`src/hdl/scma_pkg.sv`:
```
// ----------------------------------------------------------------------------
// Segmented column max/argmax package
// Shared constants and functions for the column cell row and the top level.
// ----------------------------------------------------------------------------
package scma_pkg;

   localparam int unsigned ValueBits  = 32;
   localparam int unsigned ArgmaxBits = 24;
   localparam int unsigned CfgBits    = 7;

   function automatic logic is_nan(input logic [ValueBits-1:0] x);
      is_nan = (x[30:23] == 8'hFF) && (x[22:0] != 23'd0);
   endfunction

   function automatic logic greater(input logic [ValueBits-1:0] a,
                                    input logic [ValueBits-1:0] b);
      logic [ValueBits-1:0] ka;
      logic [ValueBits-1:0] kb;
      ka = a[31] ? ~a : (a | 32'h8000_0000);
      kb = b[31] ? ~b : (b | 32'h8000_0000);
      if (is_nan(a) || is_nan(b)) begin
         greater = 1'b0;
      end else if (((a | b) & 32'h7FFF_FFFF) == 32'd0) begin
         greater = 1'b0;
      end else begin
         greater = ka > kb;
      end
   endfunction

endpackage

```
`src/hdl/scma_cell.sv`:
```
// ----------------------------------------------------------------------------
// Column cell
// Holds one column's running maximum and argmax. On advance it passes the
// transaction on to the next cell. When the transaction belongs to this
// cell's column, the cell updates its own state and replaces the element
// and row index it passes on with the column's new maximum and argmax.
// ----------------------------------------------------------------------------
module scma_cell #(
   parameter int unsigned ROW_INDEX_BITS = 24,
   parameter int unsigned COL_BITS       = 6,
   parameter int unsigned INDEX          = 0
) (
   input  logic                              clock,
   input  logic                              reset,
   input  logic                              advance,
   input  logic                              in_valid,
   input  logic [scma_pkg::ValueBits-1:0]    in_value,
   input  logic [COL_BITS-1:0]               in_col,
   input  logic [ROW_INDEX_BITS-1:0]         in_row,
   input  logic                              in_first,
   input  logic                              in_last_row,
   input  logic                              in_row_end,
   output logic                              out_valid,
   output logic [scma_pkg::ValueBits-1:0]    out_value,
   output logic [COL_BITS-1:0]               out_col,
   output logic [ROW_INDEX_BITS-1:0]         out_row,
   output logic                              out_first,
   output logic                              out_last_row,
   output logic                              out_row_end
);

   logic [scma_pkg::ValueBits-1:0] max_ff;
   logic [ROW_INDEX_BITS-1:0]      arg_ff;
   logic                           valid_ff;
   logic [scma_pkg::ValueBits-1:0] value_ff;
   logic [COL_BITS-1:0]            col_ff;
   logic [ROW_INDEX_BITS-1:0]      row_ff;
   logic                           first_ff;
   logic                           last_row_ff;
   logic                           row_end_ff;
   logic                           match;
   logic                           take_in;

   assign match   = in_valid && (in_col == COL_BITS'(INDEX));
   assign take_in = match && (in_first || scma_pkg::greater(in_value, max_ff));

   always_ff @(posedge clock) begin
      if (reset) begin
         valid_ff <= 1'b0;
      end else if (advance) begin
         valid_ff <= in_valid;
      end
   end

   always_ff @(posedge clock) begin
      if (advance) begin
         if (take_in) begin
            max_ff <= in_value;
            arg_ff <= in_row;
         end
         value_ff    <= (match && !take_in) ? max_ff : in_value;
         row_ff      <= (match && !take_in) ? arg_ff : in_row;
         col_ff      <= in_col;
         first_ff    <= in_first;
         last_row_ff <= in_last_row;
         row_end_ff  <= in_row_end;
      end
   end

   assign out_valid    = valid_ff;
   assign out_value    = value_ff;
   assign out_col      = col_ff;
   assign out_row      = row_ff;
   assign out_first    = first_ff;
   assign out_last_row = last_row_ff;
   assign out_row_end  = row_end_ff;

endmodule

```
`config.mk`:
```
export PLATFORM = sky130hd
export DESIGN_NAME = scma_cell
export DESIGN_NICKNAME = d
export VERILOG_FILES = /design/src/hdl/scma_pkg.sv /design/src/hdl/scma_cell.sv
export SDC_FILE = /design/constraint.sdc
export NUM_CORES = 1
export LEC_CHECK = 0
export ABC_CLOCK_PERIOD_IN_PS = 18800
export BUFFER_PORTS_ARGS = -buffer_cell sky130_fd_sc_hd__clkbuf_2
export CORE_ASPECT_RATIO = 1.4
export CORE_MARGIN = 2
export CORE_UTILIZATION = 55
export DETAILED_ROUTE_END_ITERATION = 16
export PLACE_DENSITY = 0.9
export SETUP_SLACK_MARGIN = 0.02
export SLEW_MARGIN = 20
export SYNTH_ARGS = -nofsm -noshare
export SYNTH_HDL_FRONTEND = slang
export SYNTH_SLANG_ARGS = --single-unit
```
`constraint.sdc`:
```
create_clock -name clock -period 18.8 [get_ports clock]
set_input_delay 3.76 -clock clock [delete_from_list [all_inputs] [get_ports clock]]
set_output_delay 3.76 -clock clock [all_outputs]
set_load 0.01 [all_outputs]
```
# Yosys cells after proc, flatten, opt, wreduce, memory -nomap -nowiden
# Index checks and enable logic that the tools add are counted.
# Widths: inputs -> output; s select.
# word_totals
elab_cells,34
input_bits,69
register_bits,122
output_inout_bits,66
# op_classes
n_bitwise,3
n_reduce_logical,13
eq_ne,2
order_cmp,1
n_mux,6
# op_table
operator,n
$mux 32,3
$not 32->32,2
$reduce_bool 23->1,2
$gt 32x32->1,1
$logic_not 32->1,1
$or 31x31->31,1
$mux 24,1
$eq 8x8->1 const B,2
$logic_not 6->1,1
$logic_and 1x1->1,5
$logic_or 1x1->1,2
$mux 1,2
$reduce_and 2->1,1
$logic_not 1->1,1

# Depth between registers and ports, before layout
# Gate-level depths: netlist of the first run.
# depth
depth_word,10
mapped_depth,13
depth_no_buf,9

# Worst setup path before layout of the first run
# No wires, ideal clock.
# synth_path
path_kind,input-to-reg
start,input port in_value[31] (netlist bit)
end,register arg_ff[0] (enable)
slack_ns,8.259
cell_stages,11
path_buffers,2
arrival_ns,9.990
setup_ns,0.550
cell_sequence,clkbuf_1 > buf_1 > xor2_1 > ha_1 > and4_1 > nor4b_1 > inv_1 > o221a_2 > o21ai_1 > a21oi_1 > nor3b_1
# synth_between
elab_chain_cells,8
# synth_lines
item,line_no,rtl
from (decl),scma_cell.sv:17,"input logic [scma_pkg::ValueBits-1:0] in_value,"
$not 32->32,scma_pkg.sv:19,ka = a[31] ? ~a : (a | 32'h8000_0000);
$mux 32 *,scma_pkg.sv:19,
$gt 32x32->1 *,scma_pkg.sv:26,greater = ka > kb;
$mux 1 *,scma_pkg.sv:23,end else if (((a | b) & 32'h7FFF_FFFF) == 32'd0) begin
$mux 1 *,scma_pkg.sv:21,if (is_nan(a) || is_nan(b)) begin
$logic_or 1x1->1 *,scma_cell.sv:45,"assign take_in = match && (in_first || scma_pkg::greater(in_value, max_ff));"
$logic_and 1x1->1 *,scma_cell.sv:45,
$reduce_and 2->1 (no line) *,-,
to (signal assigned),scma_cell.sv:59,arg_ff <= in_row;
to (decl),scma_cell.sv:33,logic [ROW_INDEX_BITS-1:0] arg_ff;
# Every way passes the cells marked *; elsewhere a longest branch is shown, timed or not.
# A chain may end at the register's enable or synchronous reset.

# Final worst setup path of the first run
# layout_path
start,input port in_value[31] (netlist bit)
end,register row_ff[13] (netlist: out_row[13]) (data pin)
# layout_between
elab_chain_cells,10
# layout_lines
item,line_no,rtl
$not 32->32,scma_pkg.sv:19,
$mux 32 *,scma_pkg.sv:19,
$gt 32x32->1 *,scma_pkg.sv:26,
$mux 1 *,scma_pkg.sv:23,
$mux 1 *,scma_pkg.sv:21,
$logic_or 1x1->1 *,scma_cell.sv:45,
$logic_and 1x1->1 *,scma_cell.sv:45,
$logic_not 1->1 *,scma_cell.sv:62,row_ff <= (match && !take_in) ? arg_ff : in_row;
$logic_and 1x1->1 *,scma_cell.sv:62,
$mux 24 *,scma_cell.sv:62,
to (signal assigned),scma_cell.sv:62,
to (decl),scma_cell.sv:37,logic [ROW_INDEX_BITS-1:0] row_ff;
# Marks and branches as above.

==> flow_summary.ini, run 1 <==
[outcome]
status = finished clean

[sta]
fin_crit_sh_pct = 42.6
final_max_slew_viol_count = 0
fin_skew_ns = 0.00688
worst_slew_pin_slew_ns = 1.05
fmax_mhz = 125
relSlewSlack_pct = 29.8
hold_viol = 0
rsz0062_at_grt = no
period_needed_ns = 8.00
tns_ns = 0
timing.hold.ws_ns = 0.494
finalSetupViolations = 0

[clocking]
cts.repair.resized = 0
cts_setup_buffers = 0
cts_root_buf = clkbuf_16
clock_sinks = 122
cts_tree = built
clkLatencyLatePin_ns = 0.41
cts_made_buffers = 17
htreeDepth = 4
cts_hold_buf = 0
clk_path_buf_depth = 2
clkSlewWorstSetupHoldPaths_ns = 0.06

[logic_synthesis]
synth_edf_count = 121
ys.warnings.count = 0
synth_cell_types = 38
synth_area_per_cell_sq_um = 15.7
synth_seq_cells = 122
synthFlopType = edfxtp_1
synth_cells = 373
yosysSeqAreaShare_pct = 62.6
synthArstFlopShare_pct = 0
synth_nets = 474
synth_area_sq_mm = 0.00584

[hold_path]
hold_path_class = reg2reg

[placed_design]
dp_hpwl_um = 8110
placed_area_sq_mm = 0.00664
place_congestion = 0.854
port-buffer-count = 134

[power]
power.share.switching_pct = 22.1
vdd_ir_drop_max_uv = 60.5
p_int_mw = 0.532
p_comb_share_pct = 8.8
p_per_area_mw_per_mm2 = 94.9
power_frac_seq_pct = 46.2
leakagePower_nw = 2.78
p_switching_mw = 0.151
p_clk_share_pct = 45.0

[worst_setup_path]
max_stage_delay_ns = 0.92
crit_slowest_cell = a211oi_4
worstPathRequired_ns = 18.95
reg2reg_from = max_ff[31]
cp.arrival_ns = 8.15
critPathCaptureType = flop
startpoint = in_value[31]
cp_cell_sequence = clkbuf_2 -> xor2_1 -> ha_1 -> and3_1 -> a221oi_2 -> o211ai_1 -> a2111oi_0 -> o21ai_1 -> a211oi_4 -> buf_4 -> mux2_1
crit_end = out_row[13]
r2r_end = out_row[13]
path_class = in2reg
regToRegSetupSlack_ns = 13.75
cp-start-kind = input port
ff2ff_path_depth = 11
cp_max_fo = 36

[global_routing]
grt_overflow_total = 0
grt_pass1_wl_um = 19600
grt_pass1_vias = 3940
antenna_found_initial = 0
grt_max_degree = 68
grtUsageTotal_pct = 22.1

[final_layout]
fill_cells = 743
final_cell_mix = clkbuf_2, edfxtp_1, mux2_1, ha_1
multi_input_area_sq_mm = 0.00210
syn2layout_area_growth_pct = 23.3
diodes = 0
drive_gt1_share_pct = 35.3
num-nets-final = 617
seq_area_sq_mm = 0.00365
final_common_cell = clkbuf_2
postLayoutCellArea_sq_mm = 0.00720

[route]
wirelength_um = 12100
first_pass_iters = 6
via_count = 3744
route.detailed.drc = 0
post_drt_via_cell_ratio = 5.61
antenna_left = 0
dr.first_iter.drc_count = 193
wire_per_inst_um = 18.1

[die]
die_y_um = 126
die_w_um = 91.1
core_area_sq_mm = 0.0103
ioPinCount = 135
num_rows = 44
start_util_pct = 56.4
die-area_sq_mm = 0.0115

[job]
max_cap_violations = 0
## power groups by stage
| stage | Clock [mW] | Combinational, mW | Sequential (mW) |
|---|---|---|---|
| 4_1_cts | 0.311 | 0.0606 | 0.316 |
| 5_1_grt | 0.322 | 0.0668 | 0.317 |
| 6_report | 0.307 | 0.0601 | 0.316 |
| 3_3_place_gp | 0 | 0.0567 | 0.321 |
| 2_1_floorplan | 0 | 0.0222 | 0.328 |
| 3_5_place_dp | 0 | 0.0592 | 0.321 |
## worst max-delay path, delay by kind of cell
kind            cells  cell delay [ns]
compound gates      5             1.90
xor+xnor            1             0.18
fa+ha+maj           1             0.34
buf+inv             2             1.33
mux                 1             0.39
simple gates        1             0.20
## how the worst min path moves through the flow
stage	from	end	slack (ns)	depth (start not counted)
4_1_cts	out_valid	out_valid	0.50	2
5_1_grt	arg_ff[21]	out_row[21]	0.55	1
2_1_floorplan	arg_ff[0]	out_row[0]	0.51	1
6_report	out_valid	out_valid	0.49	2
3_3_place_gp	out_valid	out_valid	0.48	2
3_5_place_dp	out_valid	out_valid	0.49	2
## state kept, by name, summed over array words and instances, names as in the netlist
name          count
out_first         1
out_value        32
out_last_row      1
out_row          24
arg_ff           24
out_row_end       1
out_col           6
out_valid         1
max_ff           32
## cell type report
cell class	count	area share [%]
Clock inverter	12	1.77
Timing Repair Buffer	138	9.73
Clock buffer	20	6.06
Tap cell	138	2.40
Sequential cell	122	50.7
Inverter	3	0.156
Multi-Input combinational cell	234	29.1
## synth_stat cells (all sizes together) (3+ instances only)
cell type,count,share of area (%)
nand2,8,0.51
edfxtp,121,62
nand3,6,0.51
a21o,3,0.39
ha,32,6.9
inv,3,0.19
xnor2,31,4.7
o21ai,3,0.26
buf,12,1.4
xor2,31,4.7
mux2,56,11
nor2,6,0.39
nor3,3,0.26
nor4,15,1.6
nand4,12,1.3
a21oi,12,1.0
## stage by stage
| stage | setup WS [ns] | power, mW | cells | utilization (%) |
|---|---|---|---|---|
| finish | 10.80 | 0.684 | 667 | 69.6 |
| global route | 10.47 | 0.706 | 667 | 69.6 |
| CTS | 10.77 | 0.687 | 667 | 69.6 |
| detailed placement | 10.39 | 0.381 | 635 | 64.1 |
| global placement | 10.52 | 0.378 | 635 | 64.1 |
| floorplan | 8.26 | 0.350 | 373 | - |
## layer usage
layer / global-route usage [%] / wire, um
met5: 0 / 0
met4: 11.7 / 401
met1: 25.3 / 4770
met3: 5.20 / 602
met2: 38.3 / 6280
## logic make-up (layout without fill, tap and decap cells)
logic type | count (synthesis) | count (layout) | synth area share [%]
AO/OA/AOI/OAI | 27 | 27 | 3.19
XOR/XNOR | 62 | 62 | 9.30
adder cells (fa/ha/maj) | 32 | 32 | 6.86
buffers and inverters | 17 | 173 | 1.69
flip-flops | 122 | 122 | 62.6
multiplexers | 58 | 58 | 11.1
AND/OR/NAND/NOR | 55 | 55 | 5.23
Power figures use the tool's default switching activity.
==> run 2: changes to the inputs <==
- ABC_CLOCK_PERIOD_IN_PS: 18800 -> 8200
- CORE_UTILIZATION: 55 -> 54
- PLACE_DENSITY: 0.9 -> 0.89
- clock period: 18.8 -> 8.2 ns (I/O delays scaled with it)
==> run 2 against run 1 <==
Effect of this change:
- sequential power grew 130%
- total power grew 130%
- critical path depth is 1 lower
- final area increased by 0.64%
- core utilization shrank 0.29 points
- global-route usage decreased by 0.57 points
- first-iteration DRC count shrank 7.3%
- worst hold slack about the same
- sequential cell count is the same
- non-clock buffer count is 2 higher
- worst setup slack worse by 8.1 ns
- clock skew grew 0.0042 ns
- critical path type unchanged
- critical endpoint is now out_value[11]
- largest cell class unchanged
- highest routed layer unchanged
==> flow_summary.ini, run 2 (same netlist as run 1, synthesis figures left out) <==
[outcome]
status = finished clean

[die]
die_y_um = 127
die-area_sq_mm = 0.0117
num_rows = 44
ioPinCount = 135
core_area_sq_mm = 0.0105
die_w_um = 91.9
start_util_pct = 55.8

[clocking]
cts.repair.resized = 0
clkLatencyLatePin_ns = 0.41
clock_sinks = 122
clkSlewWorstSetupHoldPaths_ns = 0.06
clk_path_buf_depth = 2
cts_hold_buf = 0
htreeDepth = 4
cts_setup_buffers = 0
cts_root_buf = clkbuf_16
cts_made_buffers = 17
cts_tree = built

[placed_design]
place_congestion = 0.873
port-buffer-count = 134
dp_hpwl_um = 8520

[worst_setup_path]
cp.arrival_ns = 5.67
worst_path_most_repeated_cell = buf_4
crit_slowest_cell = a211oi_4
max_stage_delay_ns = 0.76
cp-start-kind = input port
worstPathRequired_ns = 8.35
path_class = in2reg
cp_cell_sequence = clkbuf_2 -> buf_4 -> xor2_1 -> ha_1 -> nand4_1 -> or4_1 -> o311a_1 -> a211oi_4 -> buf_4 -> mux2_2
cp_max_fo = 41
critPathCaptureType = flop

[final_layout]
drive_gt1_share_pct = 36.2
syn2layout_area_growth_pct = 24.1
num-nets-final = 619
final_cell_mix = clkbuf_2, edfxtp_1, mux2_1, ha_1
diodes = 0
fin_util_pct = 69.3
final_common_cell = clkbuf_2

[route]
antenna_left = 0
dr.first_iter.drc_count = 179
via_count = 3738
post_drt_via_cell_ratio = 5.59
wire_per_inst_um = 18.3
wirelength_um = 12200
first_pass_iters = 6
route.detailed.drc = 0

[sta]
finalSetupViolations = 0
hold_viol = 0
fmax_mhz = 181
fin_crit_sh_pct = 67.3
worst_slew_pin_slew_ns = 0.868
fin_skew_ns = 0.0111
tns_ns = 0
relSlewSlack_pct = 41.9
rsz0062_at_grt = no
period_needed_ns = 5.52
final_max_slew_viol_count = 0

[global_routing]
grtUsageTotal_pct = 21.5
grt_max_degree = 67
grt_overflow_total = 0
antenna_found_initial = 0
grt_pass1_vias = 3999
grt_pass1_wl_um = 19400

[power]
vdd_ir_drop_max_uv = 151
p_comb_share_pct = 8.7
p_clk_share_pct = 45.9
p_switching_mw = 0.366
leakagePower_nw = 2.81
power.share.switching_pct = 22.9
p_per_area_mw_per_mm2 = 220
p_int_mw = 1.23
power_frac_seq_pct = 45.4

[hold_path]
hold_path_class = reg2reg

[job]
max_cap_violations = 0
==> run 2: changes by cell type in the layout (fill, tap and decap cells not counted), sizes merged <==
cell,previous run,this run
clkinvlp,4,2
inv,3,8
clkbuf,153,150
buf,5,7
==> run 2: critical path: cells and delay by family <==
family,cells,cell delay [ns]
buffers and inverters,3,1.21
xor gates and xnor gates,1,0.13
AOI/OAI and AO/OA,2,1.16
muxes,1,0.41
and+or+nand+nor,2,0.72
adders and majority gates,1,0.33
==> run 2: cell type report <==
type | instances | area [sq um]
repair buffers | 140 | 716
flip-flops and latches | 122 | 3650
clock inverters | 15 | 164
fillers | 726 | 3210
inverters | 3 | 11.3
multi-input cells | 234 | 2100
clock buffers | 17 | 425
well taps | 138 | 173
==> run 2: metrics by stage <==
step	setup slack [ns]	hold WS [ns]	instances	cell area, sq um	power [mW]
floorplan	1.74	0.508	373	5840	0.802
global placement	2.43	0.475	637	6660	0.868
detailed placement	2.31	0.489	637	6660	0.875
CTS	2.73	0.503	669	7250	1.61
global route	2.44	0.549	669	7250	1.64
finish	2.68	0.494	669	7250	1.59
==> run 2: worst paths after layout <==
path	slack, ns	end	from	cells after the start
worst min-delay path	0.49	out_valid	out_valid	2
worst min register to register	0.49	out_valid	out_valid	2
worst max-delay path	2.68	out_value[11]	in_value[31]	10
worst max register to register	3.25	out_value[11]	max_ff[31]	11
==> run 2: routing by layer <==
layer	share of wire, %	vias up	global-route usage (%)
li1	-	1750	-
met1	39	1839	25.1
met2	54	117	37.5
met3	4.1	32	4.72
met4	3.1	0	10.5
met5	0	-	0
==> run 2: power groups by stage <==
stage / Combinational, mW / Clock, mW / Sequential [mW]
6_report: 0.139 / 0.731 / 0.724
5_1_grt: 0.153 / 0.764 / 0.727
4_1_cts: 0.140 / 0.744 / 0.725
3_5_place_dp: 0.138 / 0 / 0.737
3_3_place_gp: 0.132 / 0 / 0.736
2_1_floorplan: 0.0511 / 0 / 0.751
==> run 3: changes to the inputs <==
- ABC_CLOCK_PERIOD_IN_PS: 8200 -> 5650
- clock period: 8.2 -> 5.65 ns (I/O delays scaled with it)
==> run 3 against run 2 <==
Effect of this change:
- cell count rose by 0.15%
- via count fell by 0.11%
- clock power rose by 52%
- register-to-register slack got worse by 1.9 ns
- critical endpoint is now out_value[2]
- highest routed layer unchanged
==> flow_summary.ini, run 3 (same netlist as run 1, synthesis figures left out) <==
[worst_setup_path]
cp_cell_sequence = clkbuf_2 -> xor2_1 -> ha_1 -> and3_1 -> a221oi_2 -> o211ai_1 -> a2111oi_0 -> o21ai_1 -> a211oi_4 -> buf_4 -> mux2_2
cp-start-kind = input port
crit_slowest_cell = buf_4
path_delay_family = compound AO/OA/AOI/OAI gates
cp.arrival_ns = 4.72
reg2reg_from = max_ff[31]
worstPathRequired_ns = 5.81
startpoint = in_value[31]
cp_num_buf_inv = 2
path_class = in2reg
critPathCaptureType = flop
max_stage_delay_ns = 0.47
cp_max_fo = 36

[die]
die_w_um = 91.9
num_rows = 44
ioPinCount = 135
die-area_sq_mm = 0.0117
die_y_um = 127
core_area_sq_mm = 0.0105
start_util_pct = 55.8

[route]
first_pass_iters = 4
via_count = 3734
wire_per_inst_um = 18.1
dr.first_iter.drc_count = 202
post_drt_via_cell_ratio = 5.57
route.detailed.drc = 0
wirelength_um = 12100
antenna_left = 0

[power]
leakagePower_nw = 2.83
p_per_area_mw_per_mm2 = 325
vdd_ir_drop_max_uv = 250

[global_routing]
grt_pass1_vias = 3886
antenna_found_initial = 0
grt_max_degree = 67
grt_overflow_total = 0
grt_pass1_wl_um = 19600
grtUsageTotal_pct = 22.2

[clocking]
cts_hold_buf = 0
cts_made_buffers = 17
htreeDepth = 4
clkSlewWorstSetupHoldPaths_ns = 0.06
cts_tree = built
cts.repair.resized = 0
clock_sinks = 122
clk_path_buf_depth = 2
cts_root_buf = clkbuf_16
clkLatencyLatePin_ns = 0.41
cts_setup_buffers = 0

[placed_design]
place_congestion = 0.920
port-buffer-count = 134
dp.cells = 638
pre_cts_ws_ns = 0.690
dp_hpwl_um = 8450

[sta]
relSlewSlack_pct = 37.8
period_needed_ns = 4.57
final_max_slew_viol_count = 0
finalSetupViolations = 0
tns_ns = 0
fin_crit_sh_pct = 80.8
worst_slew_pin_slew_ns = 0.934
setup_slack_ns = 1.08
fin_skew_ns = 0.00944
rsz0062_at_grt = no
hold_viol = 0
fmax_mhz = 219

[final_layout]
num-nets-final = 620
final_common_cell = clkbuf_2
fin_cells = 670
drive_gt1_share_pct = 36.3
final_cell_mix = clkbuf_2, edfxtp_1, mux2_1, ha_1
fill_cells = 737
diodes = 0
syn2layout_area_growth_pct = 24.7

[hold_path]
hp-start = out_valid
hold_path_class = reg2reg

[outcome]
status = finished clean

[job]
max_cap_violations = 0
==> run 3: cell types whose count changed in the layout (fill, tap and decap cells not counted) <==
| cell | previous run | this run |
|---|---|---|
| buf_4 | 6 | 7 |
| bufinv_16 | 2 | 3 |
| clkinv_4 | 4 | 2 |
| inv_8 | 0 | 1 |
==> run 3: metrics by stage <==
stage	power, mW	instance area (sq um)	hold WS (ns)	util (%)
6_report	2.36	7280	0.497	69.6
5_1_grt	2.44	7280	0.548	69.6
4_1_cts	2.38	7280	0.502	69.6
3_5_place_dp	1.27	6670	0.489	63.7
3_3_place_gp	1.26	6670	0.476	63.7
2_1_floorplan	1.16	5850	0.508	-
==> run 3: tightest hold or removal path: cells and delay by family, from the launching register on <==
family / cells / cell delay, ns
muxes: 1 / 0.06
DFF: 1 / 0.32
and+or+nand+nor: 1 / 0.07
==> run 3: power by group <==
group | switching (mW) | total, mW | internal, mW
clock network | 0.409 | 1.11 | 0.702
registers | 0.0119 | 1.05 | 1.04
logic | 0.114 | 0.200 | 0.0864
==> run 3: worst paths after layout <==
check	slack, ns	depth (start not counted)	endpoint
hold reg to reg	0.50	2	out_valid
setup / recovery	1.08	11	out_value[2]
hold / removal	0.50	2	out_valid
setup reg to reg	1.33	11	arg_ff[0]
==> run 3: layer usage <==
layer	routed length, um	vias up	global-route usage [%]
li1	-	1743	-
met1	4670	1817	25.4
met2	6480	140	38.9
met3	602	34	5.66
met4	352	0	10.6
met5	0	-	0
==> run 3: layout make-up <==
class	count	area, sq um	area share [%]
Sequential cell	122	3650	50.2
Multi-Input combinational cell	234	2100	28.9
Timing Repair Buffer	141	723	9.94
Clock buffer	17	425	5.84
Clock inverter	15	188	2.58
Tap cell	138	173	2.37
Inverter	3	11.3	0.155
